$ cat config.mk
export PLATFORM = sky130hd
export DESIGN_NAME = sptma_queue
export DESIGN_NICKNAME = d
export VERILOG_FILES = /design/src/rtl/sptma_pkg.sv /design/src/rtl/sptma_queue.sv
export SDC_FILE = /design/constraint.sdc
export NUM_CORES = 1
export LEC_CHECK = 0
export BUFFER_PORTS_ARGS = -buffer_cell sky130_fd_sc_hd__buf_2
export CAP_MARGIN = 20
export CORE_MARGIN = 4
export CORE_UTILIZATION = 45
export DETAILED_ROUTE_END_ITERATION = 10
export HOLD_SLACK_MARGIN = 0.02
export PLACE_DENSITY = 0.61
export SLEW_MARGIN = 10
export SYNTH_ARGS = -nofsm -noshare
export SYNTH_HDL_FRONTEND = slang
export SYNTH_SLANG_ARGS = --single-unit
$ cat constraint.sdc
create_clock -name clock -period 3.4 [get_ports clock]
set_input_delay 0.17 -clock clock [delete_from_list [all_inputs] [get_ports clock]]
set_output_delay 0.17 -clock clock [all_outputs]
set_load 0.03 [all_outputs]
$ cat src/rtl/sptma_pkg.sv
// Package for the sparse triplet matrix adder.
// Holds the payload structs, the queued operation struct, sizing constants and the CSR index, list and status codes.
// No dependencies.
`default_nettype none
package sptma_pkg;

   localparam int CAPACITY    = 32;
   localparam int MAX_OUT     = 64;
   localparam int CAP_USE     = (CAPACITY > MAX_OUT) ? MAX_OUT : CAPACITY;
   localparam int STORE_DEPTH = 32;
   localparam int ADDR_W      = $clog2(STORE_DEPTH);
   localparam int CNT_W       = $clog2(STORE_DEPTH + 1);
   localparam int NOUT_W      = $clog2(MAX_OUT + 1);
   localparam int QUEUE_DEPTH = 4;
   localparam int QPTR_W      = $clog2(QUEUE_DEPTH);
   localparam int QCNT_W      = $clog2(QUEUE_DEPTH + 1);

   localparam logic [1:0] CSR_FIRST_ROWS  = 2'd0;
   localparam logic [1:0] CSR_FIRST_COLS  = 2'd1;
   localparam logic [1:0] CSR_SECOND_ROWS = 2'd2;
   localparam logic [1:0] CSR_SECOND_COLS = 2'd3;

   localparam logic LIST_FIRST  = 1'b0;
   localparam logic LIST_SECOND = 1'b1;

   localparam logic STATUS_OK       = 1'b0;
   localparam logic STATUS_MISMATCH = 1'b1;

   typedef struct packed {
      logic               which_list;
      logic [15:0]        row;
      logic [15:0]        col;
      logic signed [31:0] value;
      logic               no_entry;
      logic               last_of_list;
   } req_type;

   typedef struct packed {
      logic [15:0]        out_row;
      logic [15:0]        out_col;
      logic signed [31:0] out_value;
      logic               out_valid;
      logic               status;
      logic               out_last;
   } rsp_type;

   typedef struct packed {
      logic        wr;
      logic        list;
      logic        merge;
      logic [63:0] entry;
   } op_type;

endpackage
`default_nettype wire

$ cat src/rtl/sptma_queue.sv
// Short FIFO of load and merge operations between front and back.
// Depends on sptma_pkg.
`default_nettype none
module sptma_queue
   import sptma_pkg::*;
(
   input  wire logic   clock,
   input  wire logic   reset,
   input  wire logic   push,
   input  wire op_type push_op,
   input  wire logic   pop,
   output op_type      head_op,
   output logic        empty,
   output logic        full
);

   op_type              slot_ff [QUEUE_DEPTH];
   logic [QPTR_W-1:0]   wptr_ff, wptr_in;
   logic [QPTR_W-1:0]   rptr_ff, rptr_in;
   logic [QCNT_W-1:0]   cnt_ff, cnt_in;
   logic                do_push, do_pop;

   assign empty   = (cnt_ff == '0);
   assign full    = (cnt_ff == QCNT_W'(QUEUE_DEPTH));
   assign head_op = slot_ff[rptr_ff];
   assign do_push = push && !full;
   assign do_pop  = pop && !empty;

   always_comb begin
      wptr_in = do_push ? wptr_ff + 1'b1 : wptr_ff;
      rptr_in = do_pop ? rptr_ff + 1'b1 : rptr_ff;
      cnt_in  = cnt_ff;
      if (do_push && !do_pop) begin
         cnt_in = cnt_ff + 1'b1;
      end else if (do_pop && !do_push) begin
         cnt_in = cnt_ff - 1'b1;
      end
   end

   always_ff @(posedge clock) begin
      if (reset) begin
         wptr_ff <= '0;
         rptr_ff <= '0;
         cnt_ff  <= '0;
      end else begin
         wptr_ff <= wptr_in;
         rptr_ff <= rptr_in;
         cnt_ff  <= cnt_in;
      end
   end

   always_ff @(posedge clock) begin
      if (do_push) begin
         slot_ff[wptr_ff] <= push_op;
      end
   end

endmodule
`default_nettype wire

## Yosys cells after proc, flatten, opt, wreduce, memory -nomap -nowiden

Memory sizes are Yosys's and may differ from the RTL's. A register that Yosys moved wholly into a read port is not among the register bits.
Cells that the tools add are included.

- Bits in registers: 7
- RAM bits: 268
- Memories kept: 1

Memory list:

| memory | depth | width | read ports | clocked after memory_dff | wr ports | RTL line | RTL |
|---|---|---|---|---|---|---|---|
| slot_ff | 4 | 67 | 1 | 1 | 1 | sptma_queue.sv:17 | `op_type slot_ff [QUEUE_DEPTH];` |

- Add/sub/neg operators: 4
- Equality and inequality tests: 1
- Mux-type cells: 6
- Reduce and logical (&&, ||, !) cells: 10

Operators with widths:

| kind | number |
|---|---|
| $mux 3 | 2 |
| $add 2x1->2 const B | 2 |
| $logic_and 1x1->1 | 4 |
| $logic_not 1->1 | 4 |
| $mux 2 | 2 |
| $add 3x1->3 const B | 1 |
| $eq 3x3->1 const B | 1 |
| $logic_not 3->1 | 1 |
| $sub 3x1->3 const B | 1 |
| $mux 1 | 2 |
| $reduce_bool 2->1 | 1 |

## Depth between registers and ports, before layout

- Word-level depth: 7
- Depth in mapped cells: 8
- Depth with buffers taken out: 8

## Least setup slack after synthesis

Ideal clock, no wire load.

- Path type: reg-to-reg
- From: reg cnt_ff[2]
- To: mem slot_ff[0][0] in the netlist's numbering, enable pin
- Library setup time: 0.560 ns
- Arrival time: 2.415 ns
- Data required time: 2.840 ns
- Slack: 0.425 ns
- Cell stages (with the launch flop): 4
- Path buffers: 0
- Period minus slack after synthesis: 2.975 ns
- Cells stage by stage: dfxtp_1 -> nor3b_1 -> nor2_1 -> and2_1

- Longest elaborated chain between the ends: 5

Ends and longest elaborated chain:

| element | RTL line | RTL |
|---|---|---|
| start, declared | sptma_queue.sv:20 | `logic [QCNT_W-1:0] cnt_ff, cnt_in;` |
| start signal, assigned | sptma_queue.sv:48 | `cnt_ff <= cnt_in;` |
| $eq 3x3->1 | sptma_queue.sv:24 | `assign full = (cnt_ff == QCNT_W'(QUEUE_DEPTH));` |
| net full | sptma_queue.sv:14 | `output logic full` |
| $logic_not 1->1 | sptma_queue.sv:26 | `assign do_push = push && !full;` |
| $logic_and 1x1->1 | sptma_queue.sv:26 |  |
| net do_push | sptma_queue.sv:21 | `logic do_push, do_pop;` |
| $mux 1 | sptma_queue.sv:53 | `if (do_push) begin` |
| $mux 1 (not written as such) | sptma_queue.sv:54 | `slot_ff[wptr_ff] <= push_op;` |
| end, declared | sptma_queue.sv:17 |  |

The timed path passes the listed nets, and every way through them passes these cells.

==> run metrics <==
Worst VDD drop=about 560 µV; Ports=between 100 and 150; grt ovf=0; Total GRT Usage=15.0%; vias in the first global route=between 5k and 6k; Area Growth Syn to Fin=25.5%; Setup crit end kind=primary output; ys async rst share=0%; status=complete, no violations; Post-Synthesis Cells=slightly below 400; first-pass GRT wire length=roughly 29 mm; largest cells by area after synthesis=edfxtp_1 79%, mux4_2 15%, dfxtp_1 1.8%; share of layout cells above drive strength 1=between 30% and 40%; Rel. slew slack=28.6%; critical path fanouts, max=31; hold path start=pop; RSZ-0062 raised after global routing=no; Crit Path Class=register to primary output; Worst setup SP type=register; largest net degree at the start of global routing=68; count of cell types in the netlist=24; NumNets Final=705; sum of negative setup slack=0 ns; core area=22000 µm²; required time worst endpoint=about 3.2 ns; syn nets=475; initial antenna violation count=1; DR pass1 iterations=4; Die Width=158 µm; Synth top area share=approximately four fifths; Syn Area/Cell=25.5 µm²; number of buffers inserted by port buffering=139; Starting Density=46.1%; Leak=4.34 nW; clk root buf=clkbuf_16; PwrDens=764 nW/µm²; clk_lat worst skew=0.51 ns; htree depth=1; fmax=approximately 0.4 GHz; period utilization=75.6%; Hold Path Depth=4; vias per inst=about 5.2; Placer Congestion=approximately 0.8; First DRT Iteration DRCs=around 310; register area share after synthesis=81.0%; Synth Flop Type=edfxtp_1; DRT antenna net count=0; Max Cap Violations=0; Via Count=around 4.9k; hold crit path type=input port to register; Power, Total=~0.01 W; R2R Path Start=cnt_ff[0]; row cnt=54; CTS tree=done; clk_skew=~0.0055 ns; worst reg-to-reg setup slack=~1.1 ns; Critical Path AT=roughly 2.4 ns; residual DRC count=0; Yosys top cell by area=edfxtp_1; DIE AREA=roughly 25000 µm²; # setup viols final=0; Slew @ Worst Pin=between 1 and 1.5 ns; Fin. Hold Viols=0; Post-synth EDFFs=about 270; overall routed net length=about 19 mm; clock tree buffer depth=3; FF+latch count, synth=between 200 and 300; Reg2Reg Depth=8; Avg WL per Cell=roughly 20 µm; reg2reg end=cnt_ff[2]; clk sinks=around 280; Reg clk slew, reported paths=about 0.06 ns; yosys warns=0; chip height=approximately 160 µm; Post-Synthesis Cell Area=about 10000 µm²; Commonest cells post-synth=268 x edfxtp_1, 67 x mux4_2, 9 x dfxtp_1, 6 x nor2_1, 5 x ha_1; HPWL Detailed=approximately 11 mm; Final Critical Period=between 2 and 3 ns; top-count cell post-synth=edfxtp_1; cts bufs inserted=28; Max Slew Vio Count=0
## per-layer routing
metal  vias to the layer above  global-route usage [%]  routed length (µm)
li1                       2156                       -                   -
met1                      2538                    20.7                7900
met2                       151                    25.3                9500
met3                        19                    2.85                1130
met4                         0                    3.45                 214
met5                         -                       0                   0
## worst max-delay path: stages, from the launching register on
cell	delay (ns)
dfxtp_4	0.73
buf_12	0.35
mux4_2	0.58
buf_2	0.20
## power breakdown
| group | switching [W] | internal, W |
|---|---|---|
| Combinational | 0.00151 | 0.00103 |
| Clock | 0.00116 | 0.00170 |
| Sequential | 0.000234 | 0.00411 |
| Total | 0.00290 | 0.00684 |
## layout make-up
cell class	count	area, µm²
Sequential cell	277	8240
Inverter	4	15.0
Clock buffer	37	756
Multi-Input combinational cell	101	1780
Timing Repair Buffer	216	1500
Tap cell	280	350
Clock inverter	14	115
Antenna cell	1	2.50
Fill cell	1640	9280
## worst max path at each step
stage                    end  cells past startpoint  slack (ns)      start
2_1_floorplan  slot_ff[0][0]                      3        0.43  cnt_ff[2]
3_3_place_gp       cnt_ff[2]                      8        1.21  cnt_ff[0]
3_5_place_dp       cnt_ff[2]                      8        1.09  cnt_ff[0]
4_1_cts           head_op[4]                      3        0.73   register
5_1_grt           head_op[4]                      3        0.63   register
6_report         head_op[23]                      3        0.83   register
## per-stage QoR
| stage | setup slack, ns | std cells | instance area [µm²] | util (%) | hold slack, ns |
|---|---|---|---|---|---|
| after floorplan | 0.425 | 398 | 10200 | - | 0.269 |
| after global placement | 1.21 | 809 | 11200 | 50.8 | 0.381 |
| after detailed placement | 1.09 | 809 | 11200 | 50.8 | 0.388 |
| after CTS | 0.733 | 929 | 12700 | 57.9 | 0.0304 |
| after global routing | 0.627 | 930 | 12700 | 57.9 | 0.0551 |
| final | 0.830 | 930 | 12700 | 57.9 | 0.0578 |
## cell usage in the layout (no fill, tap or decap), drive strengths merged, types with 2 or more instances in the layout
cell / n
and2: 4
nand2b: 2
clkbuf: 37
a21oi: 2
buf: 147
clkinv: 11
mux2i: 2
mux4: 67
bufinv: 2
ha: 5
dlygate4sd3: 69
nor2: 6
o21ai: 2
edfxtp: 268
or3: 2
dfxtp: 9
inv: 4
xor2: 4
## logic make-up (layout without fill, tap and decap cells)
group,count (synthesis),count (layout),synth area share (%)
other,0,1,0
AOI/OAI and AO/OA,6,6,0.357
adders and majority gates,6,6,0.813
xor gates and xnor gates,4,4,0.345
DFF,277,277,81.0
muxes,69,69,15.0
buffers and inverters,20,271,1.61
and+or+nand+nor,16,16,0.837
## flip-flops by register name, indices dropped and copies added, names as in the netlist, named ones only
name     cells
slot_ff    268
rptr_ff      2
wptr_ff      2
cnt_ff       3
## repair_timing
action	4_1_cts	5_1_grt
hold buffers	69	0
endpoints found under the hold margin	276	0
gates resized for setup	0	0
setup buffers	0	0
setup endpoints to repair	0	0
No activity file was read; power rests on OpenSTA's default activity.
