==> src/rtl/sptma_pkg.sv <==
// Package for the sparse triplet matrix adder.
// Holds the payload structs, the queued operation struct, sizing constants and the CSR index, list and status codes.
// No dependencies.
`default_nettype none
package sptma_pkg;

   localparam int CAPACITY    = 32;
   localparam int MAX_OUT     = 64;
   localparam int CAP_USE     = (CAPACITY > MAX_OUT) ? MAX_OUT : CAPACITY;
   localparam int STORE_DEPTH = 32;
   localparam int ADDR_W      = $clog2(STORE_DEPTH);
   localparam int CNT_W       = $clog2(STORE_DEPTH + 1);
   localparam int NOUT_W      = $clog2(MAX_OUT + 1);
   localparam int QUEUE_DEPTH = 4;
   localparam int QPTR_W      = $clog2(QUEUE_DEPTH);
   localparam int QCNT_W      = $clog2(QUEUE_DEPTH + 1);

   localparam logic [1:0] CSR_FIRST_ROWS  = 2'd0;
   localparam logic [1:0] CSR_FIRST_COLS  = 2'd1;
   localparam logic [1:0] CSR_SECOND_ROWS = 2'd2;
   localparam logic [1:0] CSR_SECOND_COLS = 2'd3;

   localparam logic LIST_FIRST  = 1'b0;
   localparam logic LIST_SECOND = 1'b1;

   localparam logic STATUS_OK       = 1'b0;
   localparam logic STATUS_MISMATCH = 1'b1;

   typedef struct packed {
      logic               which_list;
      logic [15:0]        row;
      logic [15:0]        col;
      logic signed [31:0] value;
      logic               no_entry;
      logic               last_of_list;
   } req_type;

   typedef struct packed {
      logic [15:0]        out_row;
      logic [15:0]        out_col;
      logic signed [31:0] out_value;
      logic               out_valid;
      logic               status;
      logic               out_last;
   } rsp_type;

   typedef struct packed {
      logic        wr;
      logic        list;
      logic        merge;
      logic [63:0] entry;
   } op_type;

endpackage
`default_nettype wire

==> src/rtl/sptma_front.sv <==
// Front end: accepts input items, tracks list closing and fill, and queues
// store writes and merge requests. Depends on sptma_pkg.
`default_nettype none
module sptma_front
   import sptma_pkg::*;
(
   input  wire logic    clock,
   input  wire logic    reset,
   input  wire logic    start,
   output logic         busy,
   input  wire req_type req_item,
   input  wire logic    full,
   output logic         push,
   output op_type       push_op
);

   logic             first_closed_ff, first_closed_in;
   logic             second_closed_ff, second_closed_in;
   logic [CNT_W-1:0] first_cnt_ff, first_cnt_in;
   logic [CNT_W-1:0] second_cnt_ff, second_cnt_in;
   logic             accept;
   logic             closed;
   logic [CNT_W-1:0] cnt;
   logic             wr;
   logic             merge;

   assign busy   = full;
   assign accept = start && !full;

   always_comb begin
      closed = (req_item.which_list == LIST_SECOND) ? second_closed_ff : first_closed_ff;
      cnt    = (req_item.which_list == LIST_SECOND) ? second_cnt_ff : first_cnt_ff;
      wr     = !closed && !req_item.no_entry && (cnt < CNT_W'(STORE_DEPTH));

      first_closed_in  = first_closed_ff;
      second_closed_in = second_closed_ff;
      first_cnt_in     = first_cnt_ff;
      second_cnt_in    = second_cnt_ff;
      if (accept) begin
         if (req_item.which_list == LIST_SECOND) begin
            second_closed_in = second_closed_ff | req_item.last_of_list;
            if (wr) second_cnt_in = second_cnt_ff + 1'b1;
         end else begin
            first_closed_in = first_closed_ff | req_item.last_of_list;
            if (wr) first_cnt_in = first_cnt_ff + 1'b1;
         end
      end
      merge = accept && first_closed_in && second_closed_in;
      if (merge) begin
         first_closed_in  = 1'b0;
         second_closed_in = 1'b0;
         first_cnt_in     = '0;
         second_cnt_in    = '0;
      end

      push          = accept && (wr || merge);
      push_op.wr    = wr;
      push_op.list  = req_item.which_list;
      push_op.merge = merge;
      push_op.entry = {req_item.row, req_item.col, req_item.value};
   end

   always_ff @(posedge clock) begin
      if (reset) begin
         first_closed_ff  <= 1'b0;
         second_closed_ff <= 1'b0;
         first_cnt_ff     <= '0;
         second_cnt_ff    <= '0;
      end else begin
         first_closed_ff  <= first_closed_in;
         second_closed_ff <= second_closed_in;
         first_cnt_ff     <= first_cnt_in;
         second_cnt_ff    <= second_cnt_in;
      end
   end

endmodule
`default_nettype wire

==> config.mk <==
export PLATFORM = sky130hd
export DESIGN_NAME = sptma_front
export DESIGN_NICKNAME = d
export VERILOG_FILES = /design/src/rtl/sptma_pkg.sv /design/src/rtl/sptma_front.sv
export SDC_FILE = /design/constraint.sdc
export NUM_CORES = 1
export LEC_CHECK = 0
export ABC_AREA = 1
export BUFFER_PORTS_ARGS = -buffer_cell sky130_fd_sc_hd__clkbuf_2
export CORE_AREA = 2 2 53 79
export CTS_BUF_LIST = sky130_fd_sc_hd__clkbuf_8
export CTS_CLUSTER_SIZE = 28
export DETAILED_ROUTE_END_ITERATION = 8
export DIE_AREA = 0 0 55 81
export GPL_TIMING_DRIVEN = 0
export HOLD_SLACK_MARGIN = 0.05
export PLACE_DENSITY = 0.79
export SLEW_MARGIN = 20
export SYNTH_ARGS = -nofsm -noshare
export SYNTH_HDL_FRONTEND = slang
export SYNTH_SLANG_ARGS = --single-unit
==> constraint.sdc <==
create_clock -name clock -period 1.4 [get_ports clock]
set_input_delay 0.07 -clock clock [delete_from_list [all_inputs] [get_ports clock]]
set_output_delay 0.07 -clock clock [all_outputs]
set_load 0.05 [all_outputs]
==> After elaboration in Yosys (flattened, before gate mapping) <==
Index checks and enable logic that the tools add are counted.
{ "word_totals": {"ff_bits": 14, "out_inout_bits": 69, "inputBits": 71, "ramBits": 0, "word_cells": 29, "romBits": 0, "latchBits": 0, "n_memories": 0} }
{ "op_classes": {"multipliers": 0, "div": 0, "mux": 6, "shifts": 0, "n_eq_ne": 0, "magnitude_cmp": 1, "n_addsub": 2, "bitwise_logic": 3, "reduce_logical": 13} }
{ "op_table": {"columns": ["op", "count"], "rows": [
  ["6-bit by 1-bit adder with 6-bit output (second input constant)", 2],
  ["1-bit logical AND", 6],
  ["6-bit less-than comparator (second input constant)", 1],
  ["6-bit two-way mux", 1],
  ["3-bit AND reduction", 2],
  ["1-bit two-way mux", 5],
  ["1-bit logical NOT", 3],
  ["1-bit bitwise OR", 2],
  ["2-bit OR reduction", 1],
  ["1-bit logical OR", 1],
  ["1-bit inverter", 1]
]} }

==> Depth between registers and ports, before layout <==
{ "logic_depth": {"word_depth": 7, "mapped_depth": 7, "depth_no_buf": 7} }

==> Least setup slack after synthesis <==
OpenSTA, ideal clock, no wires.
{ "synth_path": {"kind": "flip-flop to output port", "from": "reg first_cnt_ff[5]", "to": "out push", "required_ns": 1.330, "path_stages_with_launch": 7, "slack_ns": -0.119, "path_buffers": 1, "arrival_time_ns": 1.449, "path_cell_list": "dfxtp_1 > inv_1 > o21ai_0 > nor2_2 > buf_6 > nor2_1 > nor2_1"} }
{ "synth_between": {"elab_chain_cells": 5} }
{ "synth_lines": {"columns": ["item", "line_no", "text"], "rows": [
  ["start, declared", "sptma_front.sv:19", "logic [CNT_W-1:0] first_cnt_ff, first_cnt_in;"],
  ["start signal, assigned", "sptma_front.sv:72", "first_cnt_ff <= first_cnt_in;"],
  ["6-bit two-way mux", "sptma_front.sv:32", "cnt = (req_item.which_list == LIST_SECOND) ? second_cnt_ff : first_cnt_ff;"],
  ["6-bit less-than comparator", "sptma_front.sv:33", "wr = !closed && !req_item.no_entry && (cnt < CNT_W'(STORE_DEPTH));"],
  ["1-bit logical AND", "sptma_front.sv:33", null],
  ["via wr", "sptma_front.sv:24", "logic wr;"],
  ["1-bit logical OR", "sptma_front.sv:56", "push = accept && (wr || merge);"],
  ["1-bit logical AND", "sptma_front.sv:56", null],
  ["end, declared", "sptma_front.sv:13", "output logic push,"]
]} }
The timed path passes the listed nets, and every way through them passes these cells.

==> Worst setup path in the final report <==
Same ends and word-level chain as after synthesis.

==> results.ini <==
[status]
status=completed

[drt]
route.detailed.drc=0
vias_per_cell=4.39
drtPass1Iterations=4
wl_um=2790
drtIter0Drc=10
antenna_left=0
vias=1348
wl_per_cell_um=9.08

[timing]
tightest_slew_ns=0.490
clock_skew_ns=0.00351
timing.final.crit_share=0.955
drv_slew=0
finalCriticalPeriod_ns=1.34
setup_viol_count_final=0
rsz0062_at_grt=yes
relSlewSlack=0.672
setup_slack_ns=0.0630
fmax_mhz=748
hold_violations=0
finalSetupTns_ns=0

[setup_path]
reg2reg_from=first_closed_ff$_SDFF_PP0_
crit_path_frequent_cell=nor2_2
worst-r2r-cell-count=7
cp_num_buf_inv=3
ff2ff_setup_slack_ns=0.24
worstSetupEndpointType=output pin
cp_top_family=flip-flops
worst-setup-path-type=reg -> out
required_ns=1.33
crit_chain=inv_1 > o21ai_2 > nor2_4 > buf_6 > nor2_2 > nor2_2 > buf_8
crit_path_start_kind=flip-flop
rr_endpoint=second_cnt_ff[4]$_SDFFE_PP0P_
critPathSlowestCell=dfxtp_2
cp.arrival_ns=1.27
crit_start=first_cnt_ff[5]$_SDFFE_PP0P_
crit_path_max_incr_delay_ns=0.33
cp_max_fo=3

[logic_synthesis]
seq_area_frac_synth=0.221
synth_cell_type_count=18
ys_top_cells_by_count=68 x buf_4, 26 x nand2_1, 20 x nand3_1
synth_top_area_frac=0.402
synth_nets=254
yosysWarnings=0
yosys.area.top_type=buf_4
syn_inst=181
synth_area_leaders=buf_4 40%, dfxtp_1 22%, nand3_1 7.9%
ys_async_sr_fraction=0
ys.flop_type=dfxtp_1
synth.avg_cell_area_um2=7.01
ys_ff_latch=14
synth_edf_count=0
synth_area_mm2=0.00127
yosysMostFrequentCell=buf_4

[layout]
n_antenna_cell=0
utilization=0.468
finalNetCount=336
layout-drive-gt1-share=0.611
synthToLayoutAreaGrowth_pct=42.0
final_cells=307

[power_and_ir_drop]
ir_drop_uv=513
p_leak_nw=1.00
clkPwrFrac=0.265
combPwrFrac=0.462
power.internal_uw=870
power.switching_uw=625
p_seq_frac=0.273
powerDensity_mw_per_mm2=830
p_sw_frac=0.418

[floorplan]
start_util=0.329
core_area_mm2=0.00385
rows=28
dieHeight_um=81
dieArea_mm2=0.00446
ioPinCount=140
die_w_um=55

[min_path]
holdPathStages=4
hp-class=in -> reg
min_to=second_closed_ff$_SDFF_PP0_
hp-start=reset

[cts]
cts_buffers=3
clock_latency_ns=0.25
cts_buffer_depth=2
clkSinkCount=14
clk_pin_slew_worst_paths_ns=0.06
ctsHtreeMaxLevel=1
cts-root-buf=clkbuf_8
cts_tree=built
ctsHoldBuffers=0

[grt]
grt_max_degree=11
gr-total-overflow=0
grt_antenna_before_repair=0
grt_usage=0.116
grt_pass1_vias=1014
grt_pass1_wl_um=3910

[placement]
portBuffers=75
pre_cts_ws_ns=0.0423
dp_cells=301
finalWeightedCongestion=0.837
hpwl_um=2360

[job]
cap_violations=0

==> area by class of cell <==
class,instances,area (um2)
Sequential cell,14,283
Tap cell,45,56.3
Fill cell,393,2050
Clock buffer,4,55.1
Multi-Input combinational cell,82,419
Timing Repair Buffer,77,405
Inverter,15,56.3
Buffer,70,527
==> repair_timing <==
item	CTS	global route
setup endpoints to repair	2	3
endpoints found under the hold margin	0	0
pin swaps	1	1
setup buffers	2	0
gates resized for setup	6	7
==> layer usage <==
layer / vias to the layer above / global-route usage / routed length (um)
met3: 5 / 0.0184 / 417
met1: 570 / 0.103 / 863
met5: - / 0 / 0
met4: 0 / 0.0659 / 46
met2: 102 / 0.227 / 1460
li1: 671 / - / -
==> worst max path at each step <==
stage / to / slack (ns) / cells past startpoint
2_1_floorplan: push / 0.11 / 6
3_3_place_gp: push / 0.06 / 7
3_5_place_dp: push / 0.04 / 7
4_1_cts: push / 0.03 / 7
5_1_grt: push / -0.01 / 7
6_report: push / 0.06 / 7
==> through the flow <==
step	area (um2)	hold slack [ns]	power (mW)
final	1800	0.0793	1.49
after floorplan	1270	0.230	0.986
after CTS	1790	0.0781	1.51
after global routing	1800	0.112	1.56
after global placement	1700	0.342	1.09
after detailed placement	1700	0.343	1.10
==> cell usage in the layout (no fill, tap or decap), drive strengths merged <==
master / count
nor3: 2
clkbuf: 77
o21ai: 1
nand2: 27
buf: 74
dfxtp: 14
xor2: 2
nand4: 5
a21oi: 14
nor2: 8
ha: 2
nand3: 21
inv: 15
==> power by group through the flow <==
stage / Sequential [mW] / Clock [mW] / Combinational, mW
after floorplan: 0.415 / 0 / 0.571
after global placement: 0.416 / 0 / 0.677
after detailed placement: 0.416 / 0 / 0.682
after CTS: 0.407 / 0.405 / 0.694
after global routing: 0.408 / 0.423 / 0.728
final: 0.407 / 0.397 / 0.691
==> worst reg2reg max path, stage by stage (launching register included) <==
cell and delay, ns:
dfxtp_2 0.34, nand2_2 0.06, nand3_2 0.07, nor2_4 0.14, buf_6 0.11, buf_4 0.14, nand3_1 0.07, a21oi_1 0.15
==> state kept, by name (all words and copies together) (netlist names) <==
name,cells
second_closed_ff,1
first_closed_ff,1
first_cnt_ff,6
second_cnt_ff,6
==> logic make-up (layout without fill, tap and decap cells) <==
logic type,count (synthesis),count (layout),synth area share
adder cells (fa/ha/maj),2,2,0.0197
AO/OA/AOI/OAI,15,15,0.0592
XOR/XNOR,2,2,0.0138
AND/OR/NAND/NOR,63,63,0.227
flip-flops,14,14,0.221
buffers and inverters,85,166,0.460
No activity file was read; power rests on OpenSTA's default activity.
