<file path="src/rtl/sptma_pkg.sv">
// Package for the sparse triplet matrix adder.
// Holds the payload structs, the queued operation struct, sizing constants and the CSR index, list and status codes.
// No dependencies.
`default_nettype none
package sptma_pkg;

   localparam int CAPACITY    = 32;
   localparam int MAX_OUT     = 64;
   localparam int CAP_USE     = (CAPACITY > MAX_OUT) ? MAX_OUT : CAPACITY;
   localparam int STORE_DEPTH = 32;
   localparam int ADDR_W      = $clog2(STORE_DEPTH);
   localparam int CNT_W       = $clog2(STORE_DEPTH + 1);
   localparam int NOUT_W      = $clog2(MAX_OUT + 1);
   localparam int QUEUE_DEPTH = 4;
   localparam int QPTR_W      = $clog2(QUEUE_DEPTH);
   localparam int QCNT_W      = $clog2(QUEUE_DEPTH + 1);

   localparam logic [1:0] CSR_FIRST_ROWS  = 2'd0;
   localparam logic [1:0] CSR_FIRST_COLS  = 2'd1;
   localparam logic [1:0] CSR_SECOND_ROWS = 2'd2;
   localparam logic [1:0] CSR_SECOND_COLS = 2'd3;

   localparam logic LIST_FIRST  = 1'b0;
   localparam logic LIST_SECOND = 1'b1;

   localparam logic STATUS_OK       = 1'b0;
   localparam logic STATUS_MISMATCH = 1'b1;

   typedef struct packed {
      logic               which_list;
      logic [15:0]        row;
      logic [15:0]        col;
      logic signed [31:0] value;
      logic               no_entry;
      logic               last_of_list;
   } req_type;

   typedef struct packed {
      logic [15:0]        out_row;
      logic [15:0]        out_col;
      logic signed [31:0] out_value;
      logic               out_valid;
      logic               status;
      logic               out_last;
   } rsp_type;

   typedef struct packed {
      logic        wr;
      logic        list;
      logic        merge;
      logic [63:0] entry;
   } op_type;

endpackage
`default_nettype wire

</file>
<file path="src/rtl/sptma_back.sv">
// Back end: list stores, dimension registers and the merge sequencer that
// walks both stores and drives the result port. Depends on sptma_pkg.
`default_nettype none
module sptma_back
   import sptma_pkg::*;
(
   input  wire logic        clock,
   input  wire logic        reset,
   input  wire op_type      head_op,
   input  wire logic        empty,
   output logic             pop,
   input  wire logic        csr_valid,
   output logic             csr_ready,
   input  wire logic [1:0]  csr_index,
   input  wire logic [15:0] csr_data,
   output logic             rsp_strobe,
   output rsp_type          rsp_item
);

   typedef enum logic [2:0] {
      ST_IDLE  = 3'b001,
      ST_PREP  = 3'b010,
      ST_MERGE = 3'b100
   } state_type;

   state_type         state_ff, state_in;
   logic [63:0]       first_store [STORE_DEPTH];
   logic [63:0]       second_store [STORE_DEPTH];
   logic [63:0]       rd_a_ff, rd_b_ff;
   logic [CNT_W-1:0]  first_cnt_ff, first_cnt_in;
   logic [CNT_W-1:0]  second_cnt_ff, second_cnt_in;
   logic [CNT_W-1:0]  a_ff, a_in;
   logic [CNT_W-1:0]  b_ff, b_in;
   logic [NOUT_W-1:0] n_ff, n_in;
   logic [15:0]       first_rows_ff, first_cols_ff, second_rows_ff, second_cols_ff;
   logic              pend_valid_ff, pend_valid_in;
   rsp_type           pend_ff, pend_in;
   logic              rsp_strobe_ff, rsp_strobe_in;
   rsp_type           rsp_item_ff, rsp_item_in;
   logic              has_a, has_b, room;
   logic              produce;
   logic [63:0]       pick;
   logic [31:0]       pick_val;
   logic [31:0]       sum;
   logic              wr_first, wr_second;

   assign csr_ready  = 1'b1;
   assign rsp_strobe = rsp_strobe_ff;
   assign rsp_item   = rsp_item_ff;

   assign pop       = (state_ff == ST_IDLE) && !empty;
   assign wr_first  = pop && head_op.wr && (head_op.list == LIST_FIRST);
   assign wr_second = pop && head_op.wr && (head_op.list == LIST_SECOND);

   always_comb begin
      state_in       = state_ff;
      first_cnt_in   = first_cnt_ff;
      second_cnt_in  = second_cnt_ff;
      a_in           = a_ff;
      b_in           = b_ff;
      n_in           = n_ff;
      pend_valid_in  = pend_valid_ff;
      pend_in        = pend_ff;
      rsp_strobe_in  = 1'b0;
      rsp_item_in    = rsp_item_ff;
      has_a          = a_ff < first_cnt_ff;
      has_b          = b_ff < second_cnt_ff;
      room           = n_ff < NOUT_W'(CAP_USE);
      sum            = rd_a_ff[31:0] + rd_b_ff[31:0];
      produce        = 1'b0;
      pick           = rd_a_ff;
      pick_val       = rd_a_ff[31:0];

      case (state_ff)
         ST_IDLE: begin
            if (pop) begin
               if (wr_first) first_cnt_in = first_cnt_ff + 1'b1;
               if (wr_second) second_cnt_in = second_cnt_ff + 1'b1;
               if (head_op.merge) state_in = ST_PREP;
            end
         end
         ST_PREP: begin
            if (first_rows_ff != second_rows_ff || first_cols_ff != second_cols_ff) begin
               rsp_strobe_in = 1'b1;
               rsp_item_in   = '{out_row: '0, out_col: '0, out_value: '0, out_valid: 1'b0,
                                 status: STATUS_MISMATCH, out_last: 1'b1};
               first_cnt_in  = '0;
               second_cnt_in = '0;
               state_in      = ST_IDLE;
            end else begin
               state_in = ST_MERGE;
            end
         end
         ST_MERGE: begin
            if (has_a && has_b && room) begin
               if (rd_a_ff[63:32] == rd_b_ff[63:32]) begin
                  a_in     = a_ff + 1'b1;
                  b_in     = b_ff + 1'b1;
                  produce  = (sum != 32'd0);
                  pick_val = sum;
               end else if (rd_a_ff[63:32] < rd_b_ff[63:32]) begin
                  a_in    = a_ff + 1'b1;
                  produce = 1'b1;
               end else begin
                  b_in     = b_ff + 1'b1;
                  produce  = 1'b1;
                  pick     = rd_b_ff;
                  pick_val = rd_b_ff[31:0];
               end
            end else if (has_a && room) begin
               a_in    = a_ff + 1'b1;
               produce = 1'b1;
            end else if (has_b && room) begin
               b_in     = b_ff + 1'b1;
               produce  = 1'b1;
               pick     = rd_b_ff;
               pick_val = rd_b_ff[31:0];
            end else begin
               rsp_strobe_in = 1'b1;
               if (pend_valid_ff) begin
                  rsp_item_in          = pend_ff;
                  rsp_item_in.out_last = 1'b1;
               end else begin
                  rsp_item_in = '{out_row: '0, out_col: '0, out_value: '0, out_valid: 1'b0,
                                  status: STATUS_OK, out_last: 1'b1};
               end
               pend_valid_in = 1'b0;
               first_cnt_in  = '0;
               second_cnt_in = '0;
               a_in          = '0;
               b_in          = '0;
               n_in          = '0;
               state_in      = ST_IDLE;
            end
            if (produce) begin
               if (pend_valid_ff) begin
                  rsp_strobe_in = 1'b1;
                  rsp_item_in   = pend_ff;
               end
               pend_valid_in = 1'b1;
               pend_in       = '{out_row: pick[63:48], out_col: pick[47:32],
                                 out_value: pick_val, out_valid: 1'b1,
                                 status: STATUS_OK, out_last: 1'b0};
               n_in          = n_ff + 1'b1;
            end
         end
         default: begin
            state_in = ST_IDLE;
         end
      endcase
   end

   always_ff @(posedge clock) begin
      if (reset) begin
         state_ff       <= ST_IDLE;
         first_cnt_ff   <= '0;
         second_cnt_ff  <= '0;
         a_ff           <= '0;
         b_ff           <= '0;
         n_ff           <= '0;
         pend_valid_ff  <= 1'b0;
         rsp_strobe_ff  <= 1'b0;
         first_rows_ff  <= '0;
         first_cols_ff  <= '0;
         second_rows_ff <= '0;
         second_cols_ff <= '0;
      end else begin
         state_ff      <= state_in;
         first_cnt_ff  <= first_cnt_in;
         second_cnt_ff <= second_cnt_in;
         a_ff          <= a_in;
         b_ff          <= b_in;
         n_ff          <= n_in;
         pend_valid_ff <= pend_valid_in;
         rsp_strobe_ff <= rsp_strobe_in;
         if (csr_valid && csr_ready) begin
            case (csr_index)
               CSR_FIRST_ROWS:  first_rows_ff  <= csr_data;
               CSR_FIRST_COLS:  first_cols_ff  <= csr_data;
               CSR_SECOND_ROWS: second_rows_ff <= csr_data;
               CSR_SECOND_COLS: second_cols_ff <= csr_data;
               default: begin
               end
            endcase
         end
      end
   end

   always_ff @(posedge clock) begin
      pend_ff     <= pend_in;
      rsp_item_ff <= rsp_item_in;
   end

   always_ff @(posedge clock) begin
      if (wr_first) begin
         first_store[first_cnt_ff[ADDR_W-1:0]] <= head_op.entry;
      end
      if (wr_second) begin
         second_store[second_cnt_ff[ADDR_W-1:0]] <= head_op.entry;
      end
      rd_a_ff <= first_store[a_in[ADDR_W-1:0]];
      rd_b_ff <= second_store[b_in[ADDR_W-1:0]];
   end

endmodule
`default_nettype wire

</file>
<file path="config.mk">
export PLATFORM = sky130hd
export DESIGN_NAME = sptma_back
export DESIGN_NICKNAME = d
export VERILOG_FILES = /design/src/rtl/sptma_pkg.sv /design/src/rtl/sptma_back.sv
export SDC_FILE = /design/constraint.sdc
export NUM_CORES = 2
export LEC_CHECK = 0
export BUFFER_PORTS_ARGS = -buffer_cell sky130_fd_sc_hd__buf_4
export CAP_MARGIN = 40
export CORE_MARGIN = 2
export CORE_UTILIZATION = 40
export CTS_CLUSTER_DIAMETER = 80
export CTS_CLUSTER_SIZE = 16
export DETAILED_ROUTE_END_ITERATION = 8
export PLACE_DENSITY_LB_ADDON = 0.2
export SLEW_MARGIN = 20
export SYNTH_ARGS = -nofsm -noshare
export SYNTH_HDL_FRONTEND = slang
export SYNTH_SLANG_ARGS = --single-unit
</file>
<file path="constraint.sdc">
create_clock -name clock -period 8.1 [get_ports clock]
set_clock_uncertainty 0.2 [all_clocks]
set_input_delay 0.405 -clock clock [delete_from_list [all_inputs] [get_ports clock]]
set_output_delay 0.405 -clock clock [all_outputs]
set_load 0.01 [all_outputs]
</file>
## Word level (Yosys, flattened, before mapping)

Memory sizes are Yosys's and may differ from the RTL's. A register that Yosys moved wholly into a read port is not among the register bits.
Index checks and enable logic that the tools add are counted.

- Flip-flop bits (word level): 231
- Bits in latches: 0
- Memory bits (writable): 4096
- Memory bits (read-only): 0
- Bits of input ports: 89
- Output and inout port bits: 70
- Word-level logic and storage cells: 157
- Memories kept: 2

Memories:

| memory | depth | width | read ports | clocked after memory_dff | write ports | line | source |
|---|---|---|---|---|---|---|---|
| first_store | 32 | 64 | 1 | 1 | 1 | sptma_back.sv:27 | `logic [63:0] first_store [STORE_DEPTH];` |
| second_store | 32 | 64 | 1 | 1 | 1 | sptma_back.sv:28 | `logic [63:0] second_store [STORE_DEPTH];` |

- Add/sub/neg operators: 6
- $mul: 0
- Divide/modulo/power cells: 0
- Order comparisons: 4
- Equal/unequal tests: 24
- Shifts and indexed selects: 0
- Multiplexer cells: 71
- Bitwise logic cells: 1
- Reductions and logical operators: 26

Operator list:

| kind | number |
|---|---|
| $mux 67 | 7 |
| $mux 64 | 5 |
| $mux 32 | 5 |
| $pmux 67 s2 | 1 |
| $mux 6 | 18 |
| $pmux 6 s3 | 2 |
| $add 32x32->32 | 1 |
| $eq 32x32->1 | 1 |
| $lt 32x32->1 | 1 |
| $ne 16x16->1 | 2 |
| $reduce_bool 32->1 | 1 |
| $mux 7 | 4 |
| $add 6x1->6 const B | 4 |
| $mux 1 | 19 |
| $mux 3 | 6 |
| $ne 2x2->1 const B | 9 |
| $reduce_and 7->1 | 2 |
| $lt 6x6->1 | 2 |
| $reduce_and 2->1 | 6 |
| $mux 5 | 2 |
| $pmux 3 s3 | 1 |
| $logic_and 1x1->1 | 8 |
| $add 7x1->7 const B | 1 |
| $lt 7x6->1 const B | 1 |
| 18 further kinds | 23 |

## Logic depth before layout (Yosys ltp)

- Depth in word-level cells: 8
- Mapped depth: 19
- Depth with buffers taken out: 14

## Worst setup path before layout

Ideal clock, no wire load.

- Path type: register to register
- Start point: register first_rows_ff[14]
- End point: register rsp_item_ff, in the netlist rsp_item[0], enable pin
- Library setup time: 585 ps
- Arrival: 5830 ps
- Data required time: 7315 ps
- Path slack: 1486 ps
- Stages on the path, launching flop included: 7
- Buffers on the path: 0
- Period minus slack after synthesis: 6614 ps
- Cells stage by stage: dfxtp_1 -> xor2_1 -> nor4_1 -> nand4_1 -> nor2_1 -> or3b_2 -> o21ai_0

- Cells in the longest elaborated chain, start to end: 4

Ends and longest elaborated chain:

| what | line | source |
|---|---|---|
| from (decl) | sptma_back.sv:35 | `logic [15:0] first_rows_ff, first_cols_ff, second_rows_ff, second_cols_ff;` |
| from (signal assigned) | sptma_back.sv:178 | `CSR_FIRST_ROWS: first_rows_ff <= csr_data;` |
| $ne 16x16->1 | sptma_back.sv:83 | `if (first_rows_ff != second_rows_ff \|\| first_cols_ff != second_cols_ff) begin` |
| $logic_or 1x1->1 | sptma_back.sv:83 |  |
| $ne 2x2->1 (no line) | n/a |  |
| $reduce_and 2->1 (no line) | n/a |  |
| to (signal assigned) | sptma_back.sv:191 | `rsp_item_ff <= rsp_item_in;` |
| to (decl) | sptma_back.sv:39 | `rsp_type rsp_item_ff, rsp_item_in;` |

Every way passes these cells.
A chain may end at the register's enable or synchronous reset.

## Final worst setup path

- Start point: register rd_b_ff[61], read port of second_store
- End point: register rd_a_ff[35], read port of first_store

- Cells in the longest elaborated chain, start to end: 5
- Elaborated cells on any way between the ends: 6
- Classes of those cells: order compare (1); eq/ne (1); mux (4)

Ends and longest elaborated chain:

| what | line | source |
|---|---|---|
| from (decl) | sptma_back.sv:29 | `logic [63:0] rd_a_ff, rd_b_ff;` |
| $lt 32x32->1 | sptma_back.sv:101 | `end else if (rd_a_ff[63:32] < rd_b_ff[63:32]) begin` |
| $mux 6 | sptma_back.sv:101 |  |
| $mux 6 * | sptma_back.sv:96 | `if (rd_a_ff[63:32] == rd_b_ff[63:32]) begin` |
| $mux 6 * | sptma_back.sv:95 | `if (has_a && has_b && room) begin` |
| $mux 5 * | sptma_back.sv:74 | `case (state_ff)` |
| to (decl) | sptma_back.sv:29 |  |

Mark *: on every way between the ends. The rest lies on a longest branch, timed or not. The select of a mux whose other input is x is not followed.

==> summary.txt <==
Synthesis
  – Top_reg_cell synth: sky130_fd_sc_hd__edfxtp_1
  – Count of different cell masters after synthesis: 94
  – Cell area after synthesis: 0.175 mm^2
  – Sequential-to-total area share from yosys stat: 75.0%
  – YS warnings: 0
  – Number of standard cells after synthesis: 12,300
  – Mean Syn Cell Area: 14.2 um^2
  – EDFF count, synth: 4,227
  – Total of flip-flops plus latches after synthesis: 4,455
  – Share of flip-flops with an asynchronous set or reset after synthesis: 0%
  – Syn Nets: 12,500

Global routing
  – Global-route wire length before repair: 804,000 um
  – Overflow after GRT: 0
  – Antenna violations before repair: 47
  – Number of global-route vias before repair: 105,000
  – Pin count of the biggest net entering global routing: 139
  – Overall routing resource usage: 25.3%

Worst setup path
  – Data required time at the worst endpoint: 8.72 ns
  – Highest-delay cell along the critical path: sky130_fd_sc_hd__nor3_1
  – Start-to-end type of the worst setup path: reg2reg
  – Series of cell instances along the critical path: inv_1 -> ha_1 -> a21oi_1 -> o21ai_0 -> buf_2 -> a211o_1 -> a211oi_1 -> buf_2 -> or2_1 -> a21oi_4 -> a21o_1 -> and2_1 -> o21ai_4 -> buf_4 -> buf_4 -> a21oi_1 -> or4_1 -> nor3_1
  – Critical-path maximum fanout: 11
  – Stage delay of the slowest cell on the critical path: 0.70 ns
  – Crit end category: register
  – Crit path DAT: 7.31 ns
  – Startpoint types: register

Route
  – Wire length after detailed routing: 575,000 um
  – Number of DRC violations after detailed routing: 0
  – Number of DRC markers in iteration 0: 15,400
  – Number of nets with antenna violations after routing: 0
  – Number of vias per cell: 5.91
  – Wire length per cell: 31.1 um
  – Drt pass-1 iters: 6
  – Number of vias in the routed layout: 109,000

Floorplanning
  – DIE HEIGHT: 666 um
  – Top-level port count: 159
  – # rows: 243
  – Die boundary width: 666 um
  – Area of the core region: 0.437 mm^2
  – Die area: 0.444 mm^2
  – Initial standard-cell utilization of the core: 40.1%

Clocking
  – Deepest level of the CTS H-tree: 5
  – Clk buf depth: 4
  – CTS sink count: 4,455
  – Number of buffers created by CTS: 319
  – Cells resized by post-CTS repair: 0
  – Skew-Pair Late Insertion Delay: 1.01 ns
  – Buffer cell driving the clock tree root: sky130_fd_sc_hd__clkbuf_16
  – Clock input transition at the sequential cells of the worst setup and hold paths: 0.07 ns
  – TritonCTS clock tree: done

Timing
  – Worst slew margin relative to its limit: 36.9%
  – Total Neg Setup Slack: 0 ns
  – Finish-stage setup viols: 0
  – Final critical-path setup slack: 1.41 ns
  – Final clock period utilization by the worst path: 82.6%
  – Achievable clock frequency: 149 MHz
  – Total count of hold-check failures in the final report: 0
  – Worst Tran Pin Value: 0.946 ns
  – Pins over their slew limit: 0
  – Setup repair after global routing missed its margin: false
  – Fin crit period: 6.69 ns

Power
  – Proportion of power drawn by flip-flops and latches: 60.5%
  – Power Dens Cells: 213 mW/mm^2
  – Clock group share of total power: 37.2%
  – Leakage power summed over all cells: 65.3 nW
  – Switching power share of the total: 20.8%
  – Switching pwr: 0.00870 W
  – Overall power after layout: 0.0418 W
  – Peak supply drop: 0.000195 V
  – Internal power consumption: 0.0331 W
  – Combinational cell fraction of total power: 2.3%

Hold path
  – Min-Delay Path Class: in2reg

Placement
  – Post-Place Worst Slack: 1.63 ns
  – Number of buffers inserted by port buffering: 157
  – Final HPWL DP: 333,000 um
  – Final weighted congestion in routability-driven placement: 0.891

Finish
  – Fraction of final layout cells sized beyond drive strength 1: 10.5%
  – Area growth from synthesis to layout: 11.8%
  – Net total in the final layout: 12,700

Job
  – Max cap viols: 0

Run status
  – Result of the run: finished clean
[routing by layer]
layer / up-vias / GRT usage [%] / routed length, um
met1: 56900 / 35.4 / 234000
li1: 46400 / - / -
met4: 10 / 8.74 / 23500
met5: - / 0 / 73
met2: 5251 / 40.4 / 267000
met3: 853 / 3.85 / 50400
[logic make-up (layout without fill, tap and decap cells)]
kind of cell	count (synthesis)	count (layout)	share of synthesized area [%]
buffers and inverters	810	1242	1.99
adder cells (fa/ha/maj)	85	85	0.611
multiplexers	525	525	4.84
other	1	9	0.00214
flip-flops	4455	4455	75.0
AO/OA/AOI/OAI	1373	1373	5.03
XOR/XNOR	64	64	0.320
AND/OR/NAND/NOR	5000	5000	12.2
[layout make-up]
| type | instances | area, um^2 |
|---|---|---|
| Tap cell | 5757 | 7200 |
| Multi-Input combinational cell | 7048 | 41100 |
| Clock inverter | 23 | 292 |
| Fill cell | 38500 | 241000 |
| Clock buffer | 535 | 9000 |
| Timing Repair Buffer | 625 | 6570 |
| Antenna cell | 8 | 20.0 |
| Inverter | 59 | 221 |
| Sequential cell | 4455 | 131000 |
[layout by cell type, fill, tap and decap left out, types with 65 or more instances in the layout]
cell type / Yosys / routed
sky130_fd_sc_hd__or4_1: 66 / 66
sky130_fd_sc_hd__a32oi_1: 77 / 77
sky130_fd_sc_hd__mux4_2: 253 / 253
sky130_fd_sc_hd__and3_1: 125 / 125
sky130_fd_sc_hd__clkbuf_16: 0 / 328
sky130_fd_sc_hd__o221ai_1: 65 / 65
sky130_fd_sc_hd__clkbuf_1: 387 / 205
sky130_fd_sc_hd__mux2i_1: 217 / 217
sky130_fd_sc_hd__dlygate4sd3_1: 0 / 92
sky130_fd_sc_hd__o21ai_0: 100 / 99
sky130_fd_sc_hd__a21oi_1: 566 / 564
sky130_fd_sc_hd__o22ai_1: 154 / 154
sky130_fd_sc_hd__nand2_1: 3141 / 3134
sky130_fd_sc_hd__nor2_1: 213 / 145
sky130_fd_sc_hd__dfxtp_1: 228 / 228
sky130_fd_sc_hd__edfxtp_1: 4227 / 4227
sky130_fd_sc_hd__buf_4: 24 / 398
sky130_fd_sc_hd__nand3_1: 1221 / 1220
sky130_fd_sc_hd__buf_12: 0 / 86
sky130_fd_sc_hd__nor2_4: 0 / 67
sky130_fd_sc_hd__ha_1: 84 / 84
sky130_fd_sc_hd__a31oi_1: 122 / 122
sky130_fd_sc_hd__nor3_1: 127 / 118
[flip-flops by register name, summed over array words and instances (netlist names)]
register and count:
first_store 2048, second_store 2048, rsp_item 67, pend_ff 64
rd_a_ff 64, rd_b_ff 64, first_cols_ff 16, first_rows_ff 16
second_cols_ff 16, second_rows_ff 16, n_ff 7, a_ff 6
b_ff 6, first_cnt_ff 6, second_cnt_ff 6, state_ff 3
pend_valid_ff 1, rsp_strobe 1
[power by group through the flow]
stage	Sequential [W]	Clock, W	Combinational (W)
floorplan	0.0258	0	0.000320
global placement	0.0258	0	0.000872
detailed placement	0.0258	0	0.000910
CTS	0.0253	0.0158	0.000955
global route	0.0253	0.0166	0.00103
finish	0.0253	0.0155	0.000960
[per-stage QoR]
stage | cell area [um^2] | cells | util, % | hold WS [ns]
after floorplan | 175000 | 12300 | - | 0.244
after global placement | 184000 | 17800 | 42.1 | 0.253
after detailed placement | 186000 | 17800 | 42.4 | 0.259
after CTS | 196000 | 18500 | 44.8 | 0.0106
after global routing | 196000 | 18500 | 44.8 | 0.0577
final | 196000 | 18500 | 44.8 | 0.0701
[cell usage after synthesis, types with 8 or more instances]
cell type / number / share of area (%)
sky130_fd_sc_hd__o221ai_1: 65 / 0.32
sky130_fd_sc_hd__nor4_1: 11 / 0.039
sky130_fd_sc_hd__o211ai_1: 11 / 0.047
sky130_fd_sc_hd__mux2_2: 55 / 0.35
sky130_fd_sc_hd__buf_2: 242 / 0.69
sky130_fd_sc_hd__or3_1: 14 / 0.050
sky130_fd_sc_hd__a32oi_1: 77 / 0.38
sky130_fd_sc_hd__o22ai_1: 154 / 0.55
sky130_fd_sc_hd__a21o_1: 25 / 0.11
sky130_fd_sc_hd__nor3_1: 127 / 0.36
sky130_fd_sc_hd__mux4_2: 253 / 3.3
sky130_fd_sc_hd__and3_1: 125 / 0.45
sky130_fd_sc_hd__or4_1: 66 / 0.28
sky130_fd_sc_hd__inv_1: 58 / 0.12
sky130_fd_sc_hd__nand4_1: 27 / 0.096
sky130_fd_sc_hd__ha_1: 84 / 0.60
sky130_fd_sc_hd__nand2_1: 3141 / 6.7
sky130_fd_sc_hd__a221o_1: 19 / 0.11
sky130_fd_sc_hd__o2111ai_1: 33 / 0.16
sky130_fd_sc_hd__xor2_1: 40 / 0.20
sky130_fd_sc_hd__a221oi_1: 19 / 0.095
sky130_fd_sc_hd__buf_6: 8 / 0.051
sky130_fd_sc_hd__buf_1: 90 / 0.19
sky130_fd_sc_hd__xnor2_1: 24 / 0.12
sky130_fd_sc_hd__dfxtp_1: 228 / 2.6
sky130_fd_sc_hd__clkbuf_1: 387 / 0.83
sky130_fd_sc_hd__a21oi_1: 566 / 1.6
sky130_fd_sc_hd__a211oi_1: 23 / 0.098
sky130_fd_sc_hd__o21ai_0: 100 / 0.29
sky130_fd_sc_hd__a31oi_1: 122 / 0.44
sky130_fd_sc_hd__nand3_1: 1221 / 3.5
sky130_fd_sc_hd__o311a_1: 8 / 0.046
sky130_fd_sc_hd__a211o_1: 10 / 0.050
sky130_fd_sc_hd__o31ai_1: 16 / 0.069
sky130_fd_sc_hd__a311oi_1: 63 / 0.31
sky130_fd_sc_hd__mux2i_1: 217 / 1.2
sky130_fd_sc_hd__and2_1: 8 / 0.029
sky130_fd_sc_hd__buf_4: 24 / 0.10
sky130_fd_sc_hd__edfxtp_1: 4227 / 72
sky130_fd_sc_hd__nor2_1: 213 / 0.46
[worst paths after layout]
path	startpoint	to	slack, ns	depth (start not counted)
worst max-delay path	rd_b_ff[61]	rd_a_ff[35]	1.41	18
worst min-delay path	head_op[65]	first_cnt_ff[0]	0.07	6
worst max register to register	rd_b_ff[61]	rd_a_ff[35]	1.41	18
worst min register to register	second_rows_ff[5]	second_rows_ff[5]	0.27	2
[critical path: cells and delay by family, from the launching register on]
| kind | cells | cell delay (ns) |
|---|---|---|
| AOI/OAI and AO/OA | 8 | 2.14 |
| adders and majority gates | 1 | 0.35 |
| buffers and inverters | 5 | 1.29 |
| DFF | 1 | 0.64 |
| and+or+nand+nor | 4 | 1.85 |
[repair_timing]
item                                    4_1_cts  5_1_grt
hold buffers                                 92        0
setup buffers                                 0        0
endpoints found under the setup margin        0        0
endpoints found under the hold margin      4183        0
Power figures use the tool's default switching activity.
